**config.mk**
```make
export PLATFORM = sky130hd
export DESIGN_NAME = xmodem_checksum_receiver
export DESIGN_NICKNAME = d
export VERILOG_FILES = /design/src/hw/rtl/xmc_pkg.sv /design/src/hw/rtl/xmc_core.sv /design/src/hw/rtl/xmodem_checksum_receiver.sv
export VERILOG_INCLUDE_DIRS = /design/src /design/src/hw/rtl
export SDC_FILE = /design/constraint.sdc
export NUM_CORES = 1
export LEC_CHECK = 0
export BUFFER_PORTS_ARGS = -buffer_cell sky130_fd_sc_hd__buf_2
export CORE_UTILIZATION = 40
export CTS_CLUSTER_DIAMETER = 120
export DETAILED_ROUTE_END_ITERATION = 8
export PLACE_DENSITY = 0.69
export SYNTH_ARGS = -nofsm -noshare
export SYNTH_HDL_FRONTEND = slang
export SYNTH_SLANG_ARGS = --single-unit
```
**constraint.sdc**
```tcl
create_clock -name clk_i -period 13.11 [get_ports clk_i]
set_input_delay 1.311 -clock clk_i [delete_from_list [all_inputs] [get_ports clk_i]]
set_output_delay 1.311 -clock clk_i [all_outputs]
set_load 0.01 [all_outputs]
```
**src/hw/rtl/xmodem_checksum_receiver_macros.svh**
```systemverilog
// Assertion macros for the XMODEM checksum receiver.
// Used by the RTL files that carry concurrent assertions; needs clk_i and rst_ni in scope.
`ifndef XMODEM_CHECKSUM_RECEIVER_MACROS_SVH
`define XMODEM_CHECKSUM_RECEIVER_MACROS_SVH

// Property checked at every rising clock edge, off while in reset.
`define XMC_ASSERT(label, prop, msg) \
  label: assert property (@(posedge clk_i) disable iff (!rst_ni) (prop)) else $error(msg);

// Condition that must never be true.
`define XMC_ASSERT_NEVER(label, cond, msg) \
  `XMC_ASSERT(label, !(cond), msg)

`endif

```
**src/hw/rtl/xmc_pkg.sv**
```systemverilog
// Types and constants shared by the XMODEM checksum receiver.
// No dependencies; imported by xmc_core and xmodem_checksum_receiver.
package xmc_pkg;

  localparam int BlockBytes = 128;
  localparam int IdxW       = $clog2(BlockBytes);
  localparam int LenW       = 16;
  localparam int PaddrW     = 3;
  localparam int PdataW     = 32;

  localparam logic [7:0] CharSoh   = 8'h01;
  localparam logic [7:0] CharEot   = 8'h04;
  localparam logic [7:0] CharCan   = 8'h18;
  localparam logic [7:0] ComplMask = 8'hFF;

  localparam logic [LenW-1:0] BufferSizeRst = 16'hFFFF;
  localparam logic [7:0]      RetryLimitRst = 8'd10;

  typedef enum logic [1:0] {
    ACT_START   = 2'd0,
    ACT_BYTE    = 2'd1,
    ACT_TIMEOUT = 2'd2,
    ACT_NONE    = 2'd3
  } action_e;

  typedef enum logic [1:0] {
    RPL_NONE = 2'd0,
    RPL_ACK  = 2'd1,
    RPL_NAK  = 2'd2,
    RPL_CAN  = 2'd3
  } reply_e;

  typedef enum logic [1:0] {
    OUT_RUNNING = 2'd0,
    OUT_SUCCESS = 2'd1,
    OUT_FAILURE = 2'd2
  } outcome_e;

  typedef enum logic [2:0] {
    PH_IDLE = 3'd0,
    PH_SOH  = 3'd1,
    PH_BLK  = 3'd2,
    PH_INV  = 3'd3,
    PH_DATA = 3'd4,
    PH_SUM  = 3'd5,
    PH_DONE = 3'd6
  } phase_e;

  typedef enum logic {
    REG_BUFFER_SIZE = 1'b0,
    REG_RETRY_LIMIT = 1'b1
  } reg_e;

  typedef struct packed {
    logic [1:0] action;
    logic [7:0] rx_byte;
  } in_req_t;

  typedef struct packed {
    logic [1:0]      reply;
    logic            write_enable;
    logic [LenW-1:0] write_address;
    logic [7:0]      write_data;
    logic            finished;
    logic [1:0]      outcome;
    logic [LenW-1:0] received_length;
  } out_res_t;

  typedef struct packed {
    logic [LenW-1:0] buffer_size;
    logic [7:0]      retry_limit;
  } cfg_t;

  typedef struct packed {
    phase_e          phase;
    logic [7:0]      block_number;
    logic [7:0]      block_complement;
    logic [7:0]      expected_block;
    logic [7:0]      retry_count;
    logic [IdxW-1:0] byte_index;
    logic [7:0]      running_sum;
    logic [LenW-1:0] committed_length;
  } state_t;

  localparam cfg_t CfgRst = '{buffer_size: BufferSizeRst, retry_limit: RetryLimitRst};

  localparam state_t StateRst = '{
    phase:            PH_IDLE,
    block_number:     8'd0,
    block_complement: 8'd0,
    expected_block:   8'd1,
    retry_count:      8'd0,
    byte_index:       '0,
    running_sum:      8'd0,
    committed_length: '0
  };

endpackage

```
**src/hw/rtl/xmc_core.sv**
```systemverilog
// Single-pass protocol step: next receiver state and the result for one request.
// Purely combinational; depends on xmc_pkg.
module xmc_core import xmc_pkg::*; (
  input  cfg_t     cfg_i,
  input  state_t   state_i,
  input  in_req_t  req_i,
  output state_t   state_o,
  output out_res_t res_o
);

  logic [7:0]    rx;
  logic          live;
  logic [7:0]    retry_inc;
  logic          retry_hit;
  logic          soh_retry_ok;
  logic          hdr_bad;
  logic          sum_bad;
  logic          blk_dup;
  logic          blk_wrong;
  logic          idx_last;
  logic [LenW:0] addr_sum;
  logic          addr_fits;
  logic [LenW-1:0] room;
  logic [LenW-1:0] copy;

  assign rx           = req_i.rx_byte;
  assign live         = (state_i.phase != PH_IDLE) && (state_i.phase != PH_DONE);
  assign retry_inc    = state_i.retry_count + 8'd1;
  assign retry_hit    = retry_inc >= cfg_i.retry_limit;
  assign soh_retry_ok = (state_i.committed_length == '0) &&
                        (state_i.retry_count < cfg_i.retry_limit);
  assign hdr_bad      = (state_i.block_number ^ rx) != ComplMask;
  assign sum_bad      = rx != state_i.running_sum;
  assign blk_dup      = state_i.block_number == (state_i.expected_block - 8'd1);
  assign blk_wrong    = state_i.block_number != state_i.expected_block;
  assign idx_last     = state_i.byte_index == IdxW'(BlockBytes - 1);
  assign addr_sum     = {1'b0, state_i.committed_length} + (LenW+1)'(state_i.byte_index);
  assign addr_fits    = addr_sum < {1'b0, cfg_i.buffer_size};
  assign room         = (cfg_i.buffer_size > state_i.committed_length) ?
                        (cfg_i.buffer_size - state_i.committed_length) : '0;
  assign copy         = (room < LenW'(BlockBytes)) ? room : LenW'(BlockBytes);

  // next state
  always_comb begin
    state_o = state_i;
    case (req_i.action)
      ACT_START: begin
        state_o = '0;
        state_o.phase          = PH_SOH;
        state_o.expected_block = 8'd1;
      end
      ACT_TIMEOUT: begin
        if (live) begin
          if (state_i.phase == PH_SOH) begin
            if (soh_retry_ok) begin
              state_o.retry_count = retry_inc;
            end else begin
              state_o.phase = PH_DONE;
            end
          end else begin
            state_o.retry_count = retry_inc;
            state_o.phase       = retry_hit ? PH_DONE : PH_SOH;
          end
        end
      end
      ACT_BYTE: begin
        if (live) begin
          case (state_i.phase)
            PH_SOH: begin
              if (rx == CharEot || rx == CharCan) begin
                state_o.phase = PH_DONE;
              end else if (rx == CharSoh) begin
                state_o.phase = PH_BLK;
              end
            end
            PH_BLK: begin
              state_o.block_number = rx;
              state_o.phase        = PH_INV;
            end
            PH_INV: begin
              state_o.block_complement = rx;
              if (hdr_bad) begin
                state_o.retry_count = retry_inc;
                state_o.phase       = retry_hit ? PH_DONE : PH_SOH;
              end else begin
                state_o.byte_index  = '0;
                state_o.running_sum = '0;
                state_o.phase       = PH_DATA;
              end
            end
            PH_DATA: begin
              state_o.running_sum = state_i.running_sum + rx;
              state_o.byte_index  = state_i.byte_index + IdxW'(1);
              if (idx_last) begin
                state_o.phase = PH_SUM;
              end
            end
            PH_SUM: begin
              state_o.byte_index = '0;
              if (sum_bad) begin
                state_o.retry_count = retry_inc;
                state_o.phase       = retry_hit ? PH_DONE : PH_SOH;
              end else if (blk_dup) begin
                state_o.phase = PH_SOH;
              end else if (blk_wrong) begin
                state_o.phase = PH_DONE;
              end else begin
                state_o.committed_length = state_i.committed_length + copy;
                state_o.expected_block   = state_i.expected_block + 8'd1;
                state_o.retry_count      = '0;
                state_o.phase            = PH_SOH;
              end
            end
            default: begin
            end
          endcase
        end
      end
      default: begin
      end
    endcase
  end

  // result
  always_comb begin
    logic ok;
    logic fail;
    ok    = 1'b0;
    fail  = 1'b0;
    res_o = '0;
    res_o.received_length = state_o.committed_length;
    case (req_i.action)
      ACT_START: begin
        res_o.reply = RPL_NAK;
      end
      ACT_TIMEOUT: begin
        if (live) begin
          if (state_i.phase == PH_SOH) begin
            if (soh_retry_ok) begin
              res_o.reply = RPL_NAK;
            end else begin
              fail = 1'b1;
            end
          end else begin
            res_o.reply = RPL_NAK;
            fail        = retry_hit;
          end
        end
      end
      ACT_BYTE: begin
        if (live) begin
          case (state_i.phase)
            PH_SOH: begin
              if (rx == CharEot) begin
                res_o.reply = RPL_ACK;
                ok          = 1'b1;
              end else if (rx == CharCan) begin
                fail = 1'b1;
              end
            end
            PH_INV: begin
              if (hdr_bad) begin
                res_o.reply = RPL_NAK;
                fail        = retry_hit;
              end
            end
            PH_DATA: begin
              if (addr_fits) begin
                res_o.write_enable  = 1'b1;
                res_o.write_address = addr_sum[LenW-1:0];
                res_o.write_data    = rx;
              end
            end
            PH_SUM: begin
              if (sum_bad) begin
                res_o.reply = RPL_NAK;
                fail        = retry_hit;
              end else if (blk_dup) begin
                res_o.reply = RPL_ACK;
              end else if (blk_wrong) begin
                res_o.reply = RPL_CAN;
                fail        = 1'b1;
              end else begin
                res_o.reply = RPL_ACK;
              end
            end
            default: begin
            end
          endcase
        end
      end
      default: begin
      end
    endcase
    res_o.finished = ok | fail;
    res_o.outcome  = ok ? OUT_SUCCESS : (fail ? OUT_FAILURE : OUT_RUNNING);
  end

endmodule

```
**src/hw/rtl/xmodem_checksum_receiver.sv**
```systemverilog
// XMODEM receiver with 8-bit additive checksum. Each request is a start command, a received
// byte or a timeout, and gives exactly one result: the reply byte to send, an optional write
// into the destination buffer, the end-of-transfer flag and outcome, and the committed length.
// A request is held in the input register and moves to the result register when that register
// is free or its result is being taken; the result register presents the result until taken.
// One request is accepted every cycle unless a held result stalls both registers, since the
// whole protocol step is a single combinational pass over the state registers. The APB port sets
// buffer_size (address 0) and retry_limit (address 4) and should be written only while idle.
// Depends on xmc_pkg, xmc_core and xmodem_checksum_receiver_macros.svh.
`include "xmodem_checksum_receiver_macros.svh"

module xmodem_checksum_receiver import xmc_pkg::*; (
  input  logic              clk_i,
  input  logic              rst_ni,
  input  logic              in_valid_i,
  output logic              in_stall_o,
  input  in_req_t           in_req_i,
  output logic              out_valid_o,
  input  logic              out_stall_i,
  output out_res_t          out_res_o,
  input  logic              psel,
  input  logic              penable,
  input  logic              pwrite,
  input  logic [PaddrW-1:0] paddr,
  input  logic [PdataW-1:0] pwdata,
  output logic [PdataW-1:0] prdata,
  output logic              pready
);

  cfg_t     cfg_q, cfg_d;
  state_t   state_q, state_d;
  logic     s1_valid_q, s1_valid_d;
  in_req_t  s1_req_q, s1_req_d;
  logic     out_valid_q, out_valid_d;
  out_res_t out_res_q, out_res_d;
  out_res_t res;
  logic     adv;
  logic     in_acc;
  logic     cfg_wr;
  reg_e     reg_sel;

  assign pready  = 1'b1;
  assign cfg_wr  = psel && penable && pwrite && pready;
  assign reg_sel = reg_e'(paddr[2]);

  always_comb begin
    cfg_d = cfg_q;
    if (cfg_wr) begin
      case (reg_sel)
        REG_BUFFER_SIZE: cfg_d.buffer_size = pwdata[LenW-1:0];
        REG_RETRY_LIMIT: cfg_d.retry_limit = pwdata[7:0];
        default: begin
        end
      endcase
    end
  end

  always_comb begin
    case (reg_sel)
      REG_BUFFER_SIZE: prdata = PdataW'(cfg_q.buffer_size);
      REG_RETRY_LIMIT: prdata = PdataW'(cfg_q.retry_limit);
      default:         prdata = '0;
    endcase
  end

  xmc_core u_core (
    .cfg_i   (cfg_q),
    .state_i (state_q),
    .req_i   (s1_req_q),
    .state_o (state_d),
    .res_o   (res)
  );

  assign adv        = s1_valid_q && (!out_valid_q || !out_stall_i);
  assign in_stall_o = s1_valid_q && !adv;
  assign in_acc     = in_valid_i && !in_stall_o;

  always_comb begin
    s1_valid_d = s1_valid_q;
    s1_req_d   = s1_req_q;
    if (in_acc) begin
      s1_valid_d = 1'b1;
      s1_req_d   = in_req_i;
    end else if (adv) begin
      s1_valid_d = 1'b0;
    end
  end

  always_comb begin
    out_valid_d = out_valid_q;
    out_res_d   = out_res_q;
    if (adv) begin
      out_valid_d = 1'b1;
      out_res_d   = res;
    end else if (!out_stall_i) begin
      out_valid_d = 1'b0;
    end
  end

  always_ff @(posedge clk_i or negedge rst_ni) begin
    if (!rst_ni) begin
      cfg_q       <= CfgRst;
      state_q     <= StateRst;
      s1_valid_q  <= 1'b0;
      out_valid_q <= 1'b0;
    end else begin
      cfg_q       <= cfg_d;
      s1_valid_q  <= s1_valid_d;
      out_valid_q <= out_valid_d;
      if (adv) begin
        state_q <= state_d;
      end
    end
  end

  always_ff @(posedge clk_i) begin
    s1_req_q  <= s1_req_d;
    out_res_q <= out_res_d;
  end

  assign out_valid_o = out_valid_q;
  assign out_res_o   = out_res_q;

  `XMC_ASSERT(a_adv_fills_out, adv |=> out_valid_q, "stepped request produced no result")
  `XMC_ASSERT(a_finish_ends, (adv && res.finished) |=> (state_q.phase == PH_DONE),
              "finished result without ending the transfer")
  `XMC_ASSERT(a_s1_holds, (s1_valid_q && !adv) |=> (s1_valid_q && $stable(s1_req_q)),
              "held request lost or changed")
  `XMC_ASSERT_NEVER(a_no_return_idle,
                    $past(state_q.phase) != PH_IDLE && state_q.phase == PH_IDLE,
                    "receiver returned to idle after starting")

endmodule
```
==> results of run 1 <==
## registers in the layout, indices dropped and copies added, names as in the netlist
| register | count |
|---|---|
| state_q | 58 |
| cfg_q | 24 |
| out_res_o | 46 |
| s1_valid_q | 1 |
| s1_req_q | 10 |
| out_valid_o | 1 |
## logic make-up after synthesis
group | count (synthesis)
AND/OR/NAND/NOR | 334
AO/OA/AOI/OAI | 248
flip-flops | 140
buffers and inverters | 126
adder cells (fa/ha/maj) | 88
XOR/XNOR | 64
multiplexers | 42
other | 2
## through the flow
stage               setup slack (ns)  cells  cell area (um^2)  hold slack (ns)  utilization
floorplan                       8.20   1066              9950            0.450            -
CTS                             7.49   1475             11200            0.493        0.463
global route                    7.10   1475             11200            0.505        0.463
detailed placement              7.53   1443             10600            0.479        0.438
global placement                7.55   1443             10600            0.465        0.438
finish                          7.47   1475             11200            0.486        0.463
## metal layers
layer  share of wire  vias to the layer above
met4           0.018                        0
met5               0                        -
met1            0.47                     3806
li1                -                     3921
met3           0.043                       36
met2            0.47                      188
## layout make-up
class                           instances  area share
Clock buffer                           22      0.0453
Tap cell                              324      0.0361
Timing Repair Buffer                  102      0.0468
Multi-Input combinational cell        800       0.498
Clock inverter                         10     0.00859
Inverter                               77      0.0258
Sequential cell                       140       0.339
## placed cells by master, fill, tap and decap left out, types with 26 or more instances in the layout
cell,instances
mux2_2,26
xnor2_1,40
inv_1,76
nor2_1,59
and2_1,28
a21oi_1,39
ha_1,84
dfrtp_1,65
edfxtp_1,56
nand2_1,91
o21ai_0,81
buf_2,96
nand3_1,36
## power by group through the flow
stage          Clock, uW  Combinational, uW  Sequential, uW
2_1_floorplan          0                354             554
3_3_place_gp           0                437             577
3_5_place_dp           0                446             578
4_1_cts              507                449             570
5_1_grt              522                504             579
6_report             497                449             571
## worst max-delay path, delay by kind of cell, from the launching register on
family | cells | cell delay, ns
simple gates | 5 | 1.00
xor+xnor | 1 | 0.22
fa+ha+maj | 3 | 1.01
compound gates | 10 | 2.40
flops | 1 | 0.60
buf+inv | 1 | 0.13
## path summary, 6_finish.rpt
kind,from,end,depth (start not counted)
max in group asynchronous,rst_ni,state_q[27]$_DFFE_PN0P_,2
min in group asynchronous,rst_ni,s1_valid_q$_DFFE_PN0P_,1
worst min register to register,state_q[22]$_DFFE_PN0P_,state_q[22]$_DFFE_PN0P_,2
worst max-delay path,state_q[1]$_DFFE_PN0P_,out_res_o[14]$_DFFE_PP_,20
worst min-delay path,state_q[22]$_DFFE_PN0P_,state_q[22]$_DFFE_PN0P_,2
worst max register to register,state_q[1]$_DFFE_PN0P_,out_res_o[14]$_DFFE_PP_,20
==> flow_summary.yaml, run 1 <==
pwr:
  internal_power_uw: 998
  sw_frac_of_total: 0.342
  power.share.clock: 0.327
  share_seq_of_total_power: 0.377
  power_uw: 1520
  netSwitchingPower_uw: 519
  cellPowerDensity_nw_per_um2: 135
  leakage_uw: 0.00505
  power.ir.vdd_worst_mv: 0.0672
  combinationalPowerShare: 0.296
cts:
  clk-insertion-delay-late_ns: 0.43
  clock-root-buffer: "clkbuf_16"
  cts_setup_buffers: 0
  clkSlewWorstSetupHoldPaths_ns: 0.06
  clock_sinks: 140
  clock_tree.htree_level_count: 4
  cts_buffers: 17
  ctsLongestPathBuffers: 2
  hold_buffers: 0
  clock_tree_from_tritoncts: "done"
  post_cts_resized: 0
global_routing:
  grt_util_met2: 0.312
  grt_max_degree: 71
  grt_pass1_vias: 7719
  antenna_found_initial: 0
  grt_first_pass_wirelength_um: 38700
  grt_remaining_overflow: 0
  grt_use_met1: 0.252
  grt.busiest_layer: "met2"
  gr_util_all_layers: 0.190
  grt_use_met3: 0.0367
critical_path:
  end_kind: "flip-flop"
  critical_path_source_type: "flip-flop"
  timing.critical_path.required_ns: 13.26
  worstPathMaxFanout: 9
  critPathKind: "reg -> reg"
  ff2ff_setup_slack_ns: 7.47
  peak_per_stage_delay_on_the_critical_path_ns: 0.60
  critPathSlowestCell: "dfrtp_1"
  worstPathArrival_ns: 5.79
  path_cells: "inv_1 > ha_1 > nor2b_4 > o31a_1 > o31ai_2 > o21ai_2 > a21o_1 > or4b_4 > nand4_2 > nor4_1 > ha_1 > fa_1 > a21o_1 > a21oi_1 > nor2b_1 > o41ai_1 > o21ai_1 > o41ai_1 > xor2_1 > o21ai_0"
timing:
  slew_headroom: 0.346
  final-max-slew-violation-count: 0
  fin_skew_ns: 0.0139
  grt_setup_unrepaired: "no"
  setup-violations-final: 0
  finalCritPeriodShare: 0.430
  sum_neg_setup_slack_ns: 0
  min_period_ns: 5.64
  finalHoldViolCount: 0
  max_clock_freq_ghz: 0.177
  worstMarginPinSlew_ns: 0.976
floorplanning:
  placementRows: 57
  die_area_um2: 25300
  ios: 133
  floorplan.die.width_um: 159
  floorplan.initialDensity: 0.407
  core_um2: 24200
  die_height_um: 159
yosys:
  post_synth_fa_ha_maj_area_fraction: 0.115
  yosys.area_share.simple: 0.175
  synth_cells: 1044
  synth-xor-area-share: 0.0568
  synth_most_common_cell: "nand2_1"
  synth_commonest_cells: "91 x nand2_1, 84 x ha_1, 81 x o21ai_0"
  async_reset_ff_frac: 0.600
  combinational_family_with_the_most_area_after_synthesis: "simple AND/OR/NAND/NOR gates"
  synth-compound-area-share: 0.164
  synth_seq_cells: 140
  synth.mux.area_fraction: 0.0460
  post-synth-top-area-cell: "edfxtp_1"
  primary_ff_master_synth: "dfrtp_1"
  post_synth_instance_area_um2: 9870
  synth_top_cell_area_share: 0.170
  syn_avg_cell_area_um2: 9.45
  synthesis.yosys.warnings: 0
  synth.area.top_cells: "edfxtp_1 17%, dfrtp_1 16%, ha_1 11%, dfstp_2 5.1%, o21ai_0 4.1%"
  ys_types: 79
  count_of_flip_flops_with_a_built_in_enable_after_synthesis: 56
  synth_sequential_area_ratio: 0.386
detailed_routing:
  detail_route.wl_per_cell_um: 16.1
  via_count: 7951
  detailedRoute.firstIterationViolations: 553
  antenna_left: 0
  detail_route.first_pass.iterations: 5
  viasPerCell: 5.39
  postRouteWirelength_um: 23700
  drc: 0
layout:
  multi_input_area_um2: 5590
  layout.nets: 1278
  drive_gt1_frac: 0.171
  insertedDiodeCount: 0
  sequential_standard_cell_area_um2: 3810
  syn_to_final_growth_pct: 13.7
  fillCellCount: 2330
min_path:
  min-delay-path-class: "reg -> reg"
run:
  maxCapViolations: 0
placement:
  number_of_buffer_cells_added_on_primary_ports: 97
  routabilityCongestion: 0.898
  dpl_hpwl_um: 17800
status:
  status: "complete, no violations"
No activity file was read; power rests on OpenSTA's default activity.
==> run 2, diff against run 1 <==
Settings changed: ABC_AREA set to 1, PLACE_DENSITY 0.69 to 0.71.
Clock period 13.11 ns to 5 ns, I/O delays scaled along.
==> run 2 against run 1 <==
Compared with the run above: the flow now finishes with violations (design-rule violations); non-clock buffer count down 1; sequential power rose to 2.7 times the previous value; setup slack worse by 6.9 ns; clock-buffer cell count down 5; power rose to 3.0 times the previous value; flip-flop and latch count unchanged; die area up 3.4%; wire length up 10%; maximum frequency up 26%; clock power rose to 2.6 times the previous value.
==> flow_summary.yaml, run 2 <==
layout:
  syn_to_final_growth_pct: 13.3
  insertedDiodeCount: 0
  fin_area_um2: 11600
  largest_reg_flops: 58
  commonest_cells_after_routing_fill_and_taps_aside: "317 x nand2_1, 188 x inv_1, 138 x nor2_1, 96 x buf_2, 84 x ha_1"
  largest-register: "state_q"
  mostFrequentLayoutCell: "nand2_1"
  drive_gt1_frac: 0.138
  layout.nets: 1584
timing:
  sum_neg_setup_slack_ns: 0
  setup-violations-final: 0
  max_clock_freq_ghz: 0.224
  grt_setup_unrepaired: "no"
  fin_skew_ns: 0.0131
  worstMarginPinSlew_ns: 1.07
  worst_slack_ns: 0.530
  slew_headroom: 0.282
  finalHoldViolCount: 0
  final-max-slew-violation-count: 0
  finalCritPeriodShare: 0.894
  min_period_ns: 4.47
placement:
  number_of_buffer_cells_added_on_primary_ports: 97
  placement.cell_area_um2: 11000
  routabilityCongestion: 0.946
  post_place_setup_slack_ns: 0.580
  dpl_hpwl_um: 20000
critical_path:
  cp-endpoint: "out_res_o[10]$_DFFE_PP_"
  ff2ff_path_depth: 24
  critical_path_source_type: "flip-flop"
  worst_setup_startpoint: "cfg_q[8]$_DFFE_PN1P_"
  timing.critical_path.required_ns: 5.19
  r2r-end: "out_res_o[10]$_DFFE_PP_"
  worstPathArrival_ns: 4.66
  ff2ff_setup_slack_ns: 0.53
  reg2reg_from: "cfg_q[8]$_DFFE_PN1P_"
  worstPathMaxFanout: 7
  critPathKind: "reg -> reg"
  end_kind: "flip-flop"
global_routing:
  grt_first_pass_wirelength_um: 42500
  gr_util_all_layers: 0.207
  antenna_found_initial: 1
  grt_pass1_vias: 8456
  grt_remaining_overflow: 0
  grt_max_degree: 70
yosys:
  synth_sequential_area_ratio: 0.373
  synth_commonest_cells: "317 x nand2_1, 188 x inv_1, 138 x nor2_1"
  yosys.area_share.simple: 0.253
  synth_cells: 1341
  synth-compound-area-share: 0.128
  synth_seq_cells: 140
  syn_avg_cell_area_um2: 7.61
  post-synth-top-area-cell: "edfxtp_1"
  synth.area.top_cells: "edfxtp_1 16%, dfrtp_1 16%, nand2_1 12%, ha_1 10%, inv_1 6.9%"
  combinational_family_with_the_most_area_after_synthesis: "simple AND/OR/NAND/NOR gates"
  synth_most_common_cell: "nand2_1"
  synthesis.yosys.warnings: 0
  post_synth_fa_ha_maj_area_fraction: 0.111
  ys_types: 57
  count_of_flip_flops_with_a_built_in_enable_after_synthesis: 56
  post_synth_instance_area_um2: 10200
  synth.mux.area_fraction: 0
  async_reset_ff_frac: 0.600
  synth_top_cell_area_share: 0.165
  primary_ff_master_synth: "dfrtp_1"
  synth-xor-area-share: 0.0360
detailed_routing:
  detailedRoute.firstIterationViolations: 547
  via_count: 9027
  postRouteWirelength_um: 26200
  drc: 1
  detail_route.first_pass.iterations: 8
  viasPerCell: 5.05
  detail_route.wl_per_cell_um: 14.6
  antenna_left: 0
cts:
  cts_setup_buffers: 0
  clock-root-buffer: "clkbuf_16"
  cts_buffers: 17
  clock_tree.htree_level_count: 4
  clkSlewWorstSetupHoldPaths_ns: 0.07
  ctsLongestPathBuffers: 2
  post_cts_resized: 0
  clk-insertion-delay-late_ns: 0.44
  clock_tree_from_tritoncts: "done"
  hold_buffers: 0
  clock_sinks: 140
status:
  violations: "design-rule violations"
  status: "finished with violations"
floorplanning:
  floorplan.initialDensity: 0.406
  ios: 133
  placementRows: 58
  die_area_um2: 26200
  floorplan.die.width_um: 162
  core_um2: 25100
  die_height_um: 162
pwr:
  leakage_uw: 0.00566
  power.ir.vdd_worst_mv: 0.233
  cellPowerDensity_nw_per_um2: 399
run:
  maxCapViolations: 0
min_path:
  min-delay-path-class: "in -> async"
run 2: metal layers:
metal / part of all wire / up-vias / wire [um] / track usage
li1: - / 4580 / - / -
met2: 0.47 / 237 / 12400 / 0.350
met4: 0.024 / 0 / 632 / 0.0708
met3: 0.043 / 44 / 1120 / 0.0322
met5: 0 / - / 0 / 0
met1: 0.46 / 4166 / 12000 / 0.268
run 2: worst max-delay path, cell delays in order, from the launching register on:
cell and delay [ns]:
dfstp_2 0.53, inv_1 0.08, ha_1 0.23, fa_1 0.45
o21ai_2 0.26, nand2_1 0.07, nand2_1 0.10, nand2_1 0.07
nand2_1 0.08, nand2_1 0.05, nand2_1 0.05, nand4_1 0.08
nor2_1 0.17, nand4_2 0.22, nor2_1 0.19, ha_1 0.30
a21oi_1 0.16, nand2_1 0.11, a21boi_0 0.35, o21ai_0 0.22
nand2_1 0.12, a21o_1 0.12, nand3_1 0.07, nand2_1 0.09
nand2_1 0.06
run 2: stage by stage:
stage	utilization	hold slack, ns	cells	total power, uW
after floorplan	-	0.204	1363	2870
after global placement	0.437	0.461	1755	3300
after detailed placement	0.437	0.481	1755	3340
after CTS	0.461	0.0635	1787	4640
after global routing	0.461	0.0937	1787	4960
final	0.461	0.0445	1787	4620
run 2: power breakdown:
group | switching, uW | internal, uW
clock | 574 | 711
sequential | 156 | 1400
combinational | 1160 | 614
total | 1890 | 2730
run 2: final cells by class:
class | count | area (um^2)
inverter | 201 | 754
clock buffer | 17 | 425
multi-input combinational | 983 | 5480
sequential | 140 | 3810
clock inverter | 15 | 169
timing repair buffer | 101 | 518
tap | 330 | 413
fill | 2532 | 13500
run 2: worst min-delay path by stage:
| stage | to | cells after the start |
|---|---|---|
| 2_1_floorplan | cfg_q[0]$_DFFE_PN0P_ | 0 |
| 3_3_place_gp | out_valid_o$_DFFE_PN0P_ | 2 |
| 3_5_place_dp | out_valid_o$_DFFE_PN0P_ | 2 |
| 4_1_cts | state_q[14]$_DFFE_PN0P_ | 1 |
| 5_1_grt | state_q[14]$_DFFE_PN0P_ | 1 |
| 6_report | state_q[14]$_DFFE_PN0P_ | 1 |
run 2: logic make-up (layout without fill, tap and decap cells):
group | after synthesis | count (layout)
buffers and inverters | 240 | 334
adder cells (fa/ha/maj) | 88 | 88
XOR/XNOR | 42 | 42
other | 2 | 24
AO/OA/AOI/OAI | 230 | 230
flip-flops | 140 | 140
AND/OR/NAND/NOR | 599 | 599
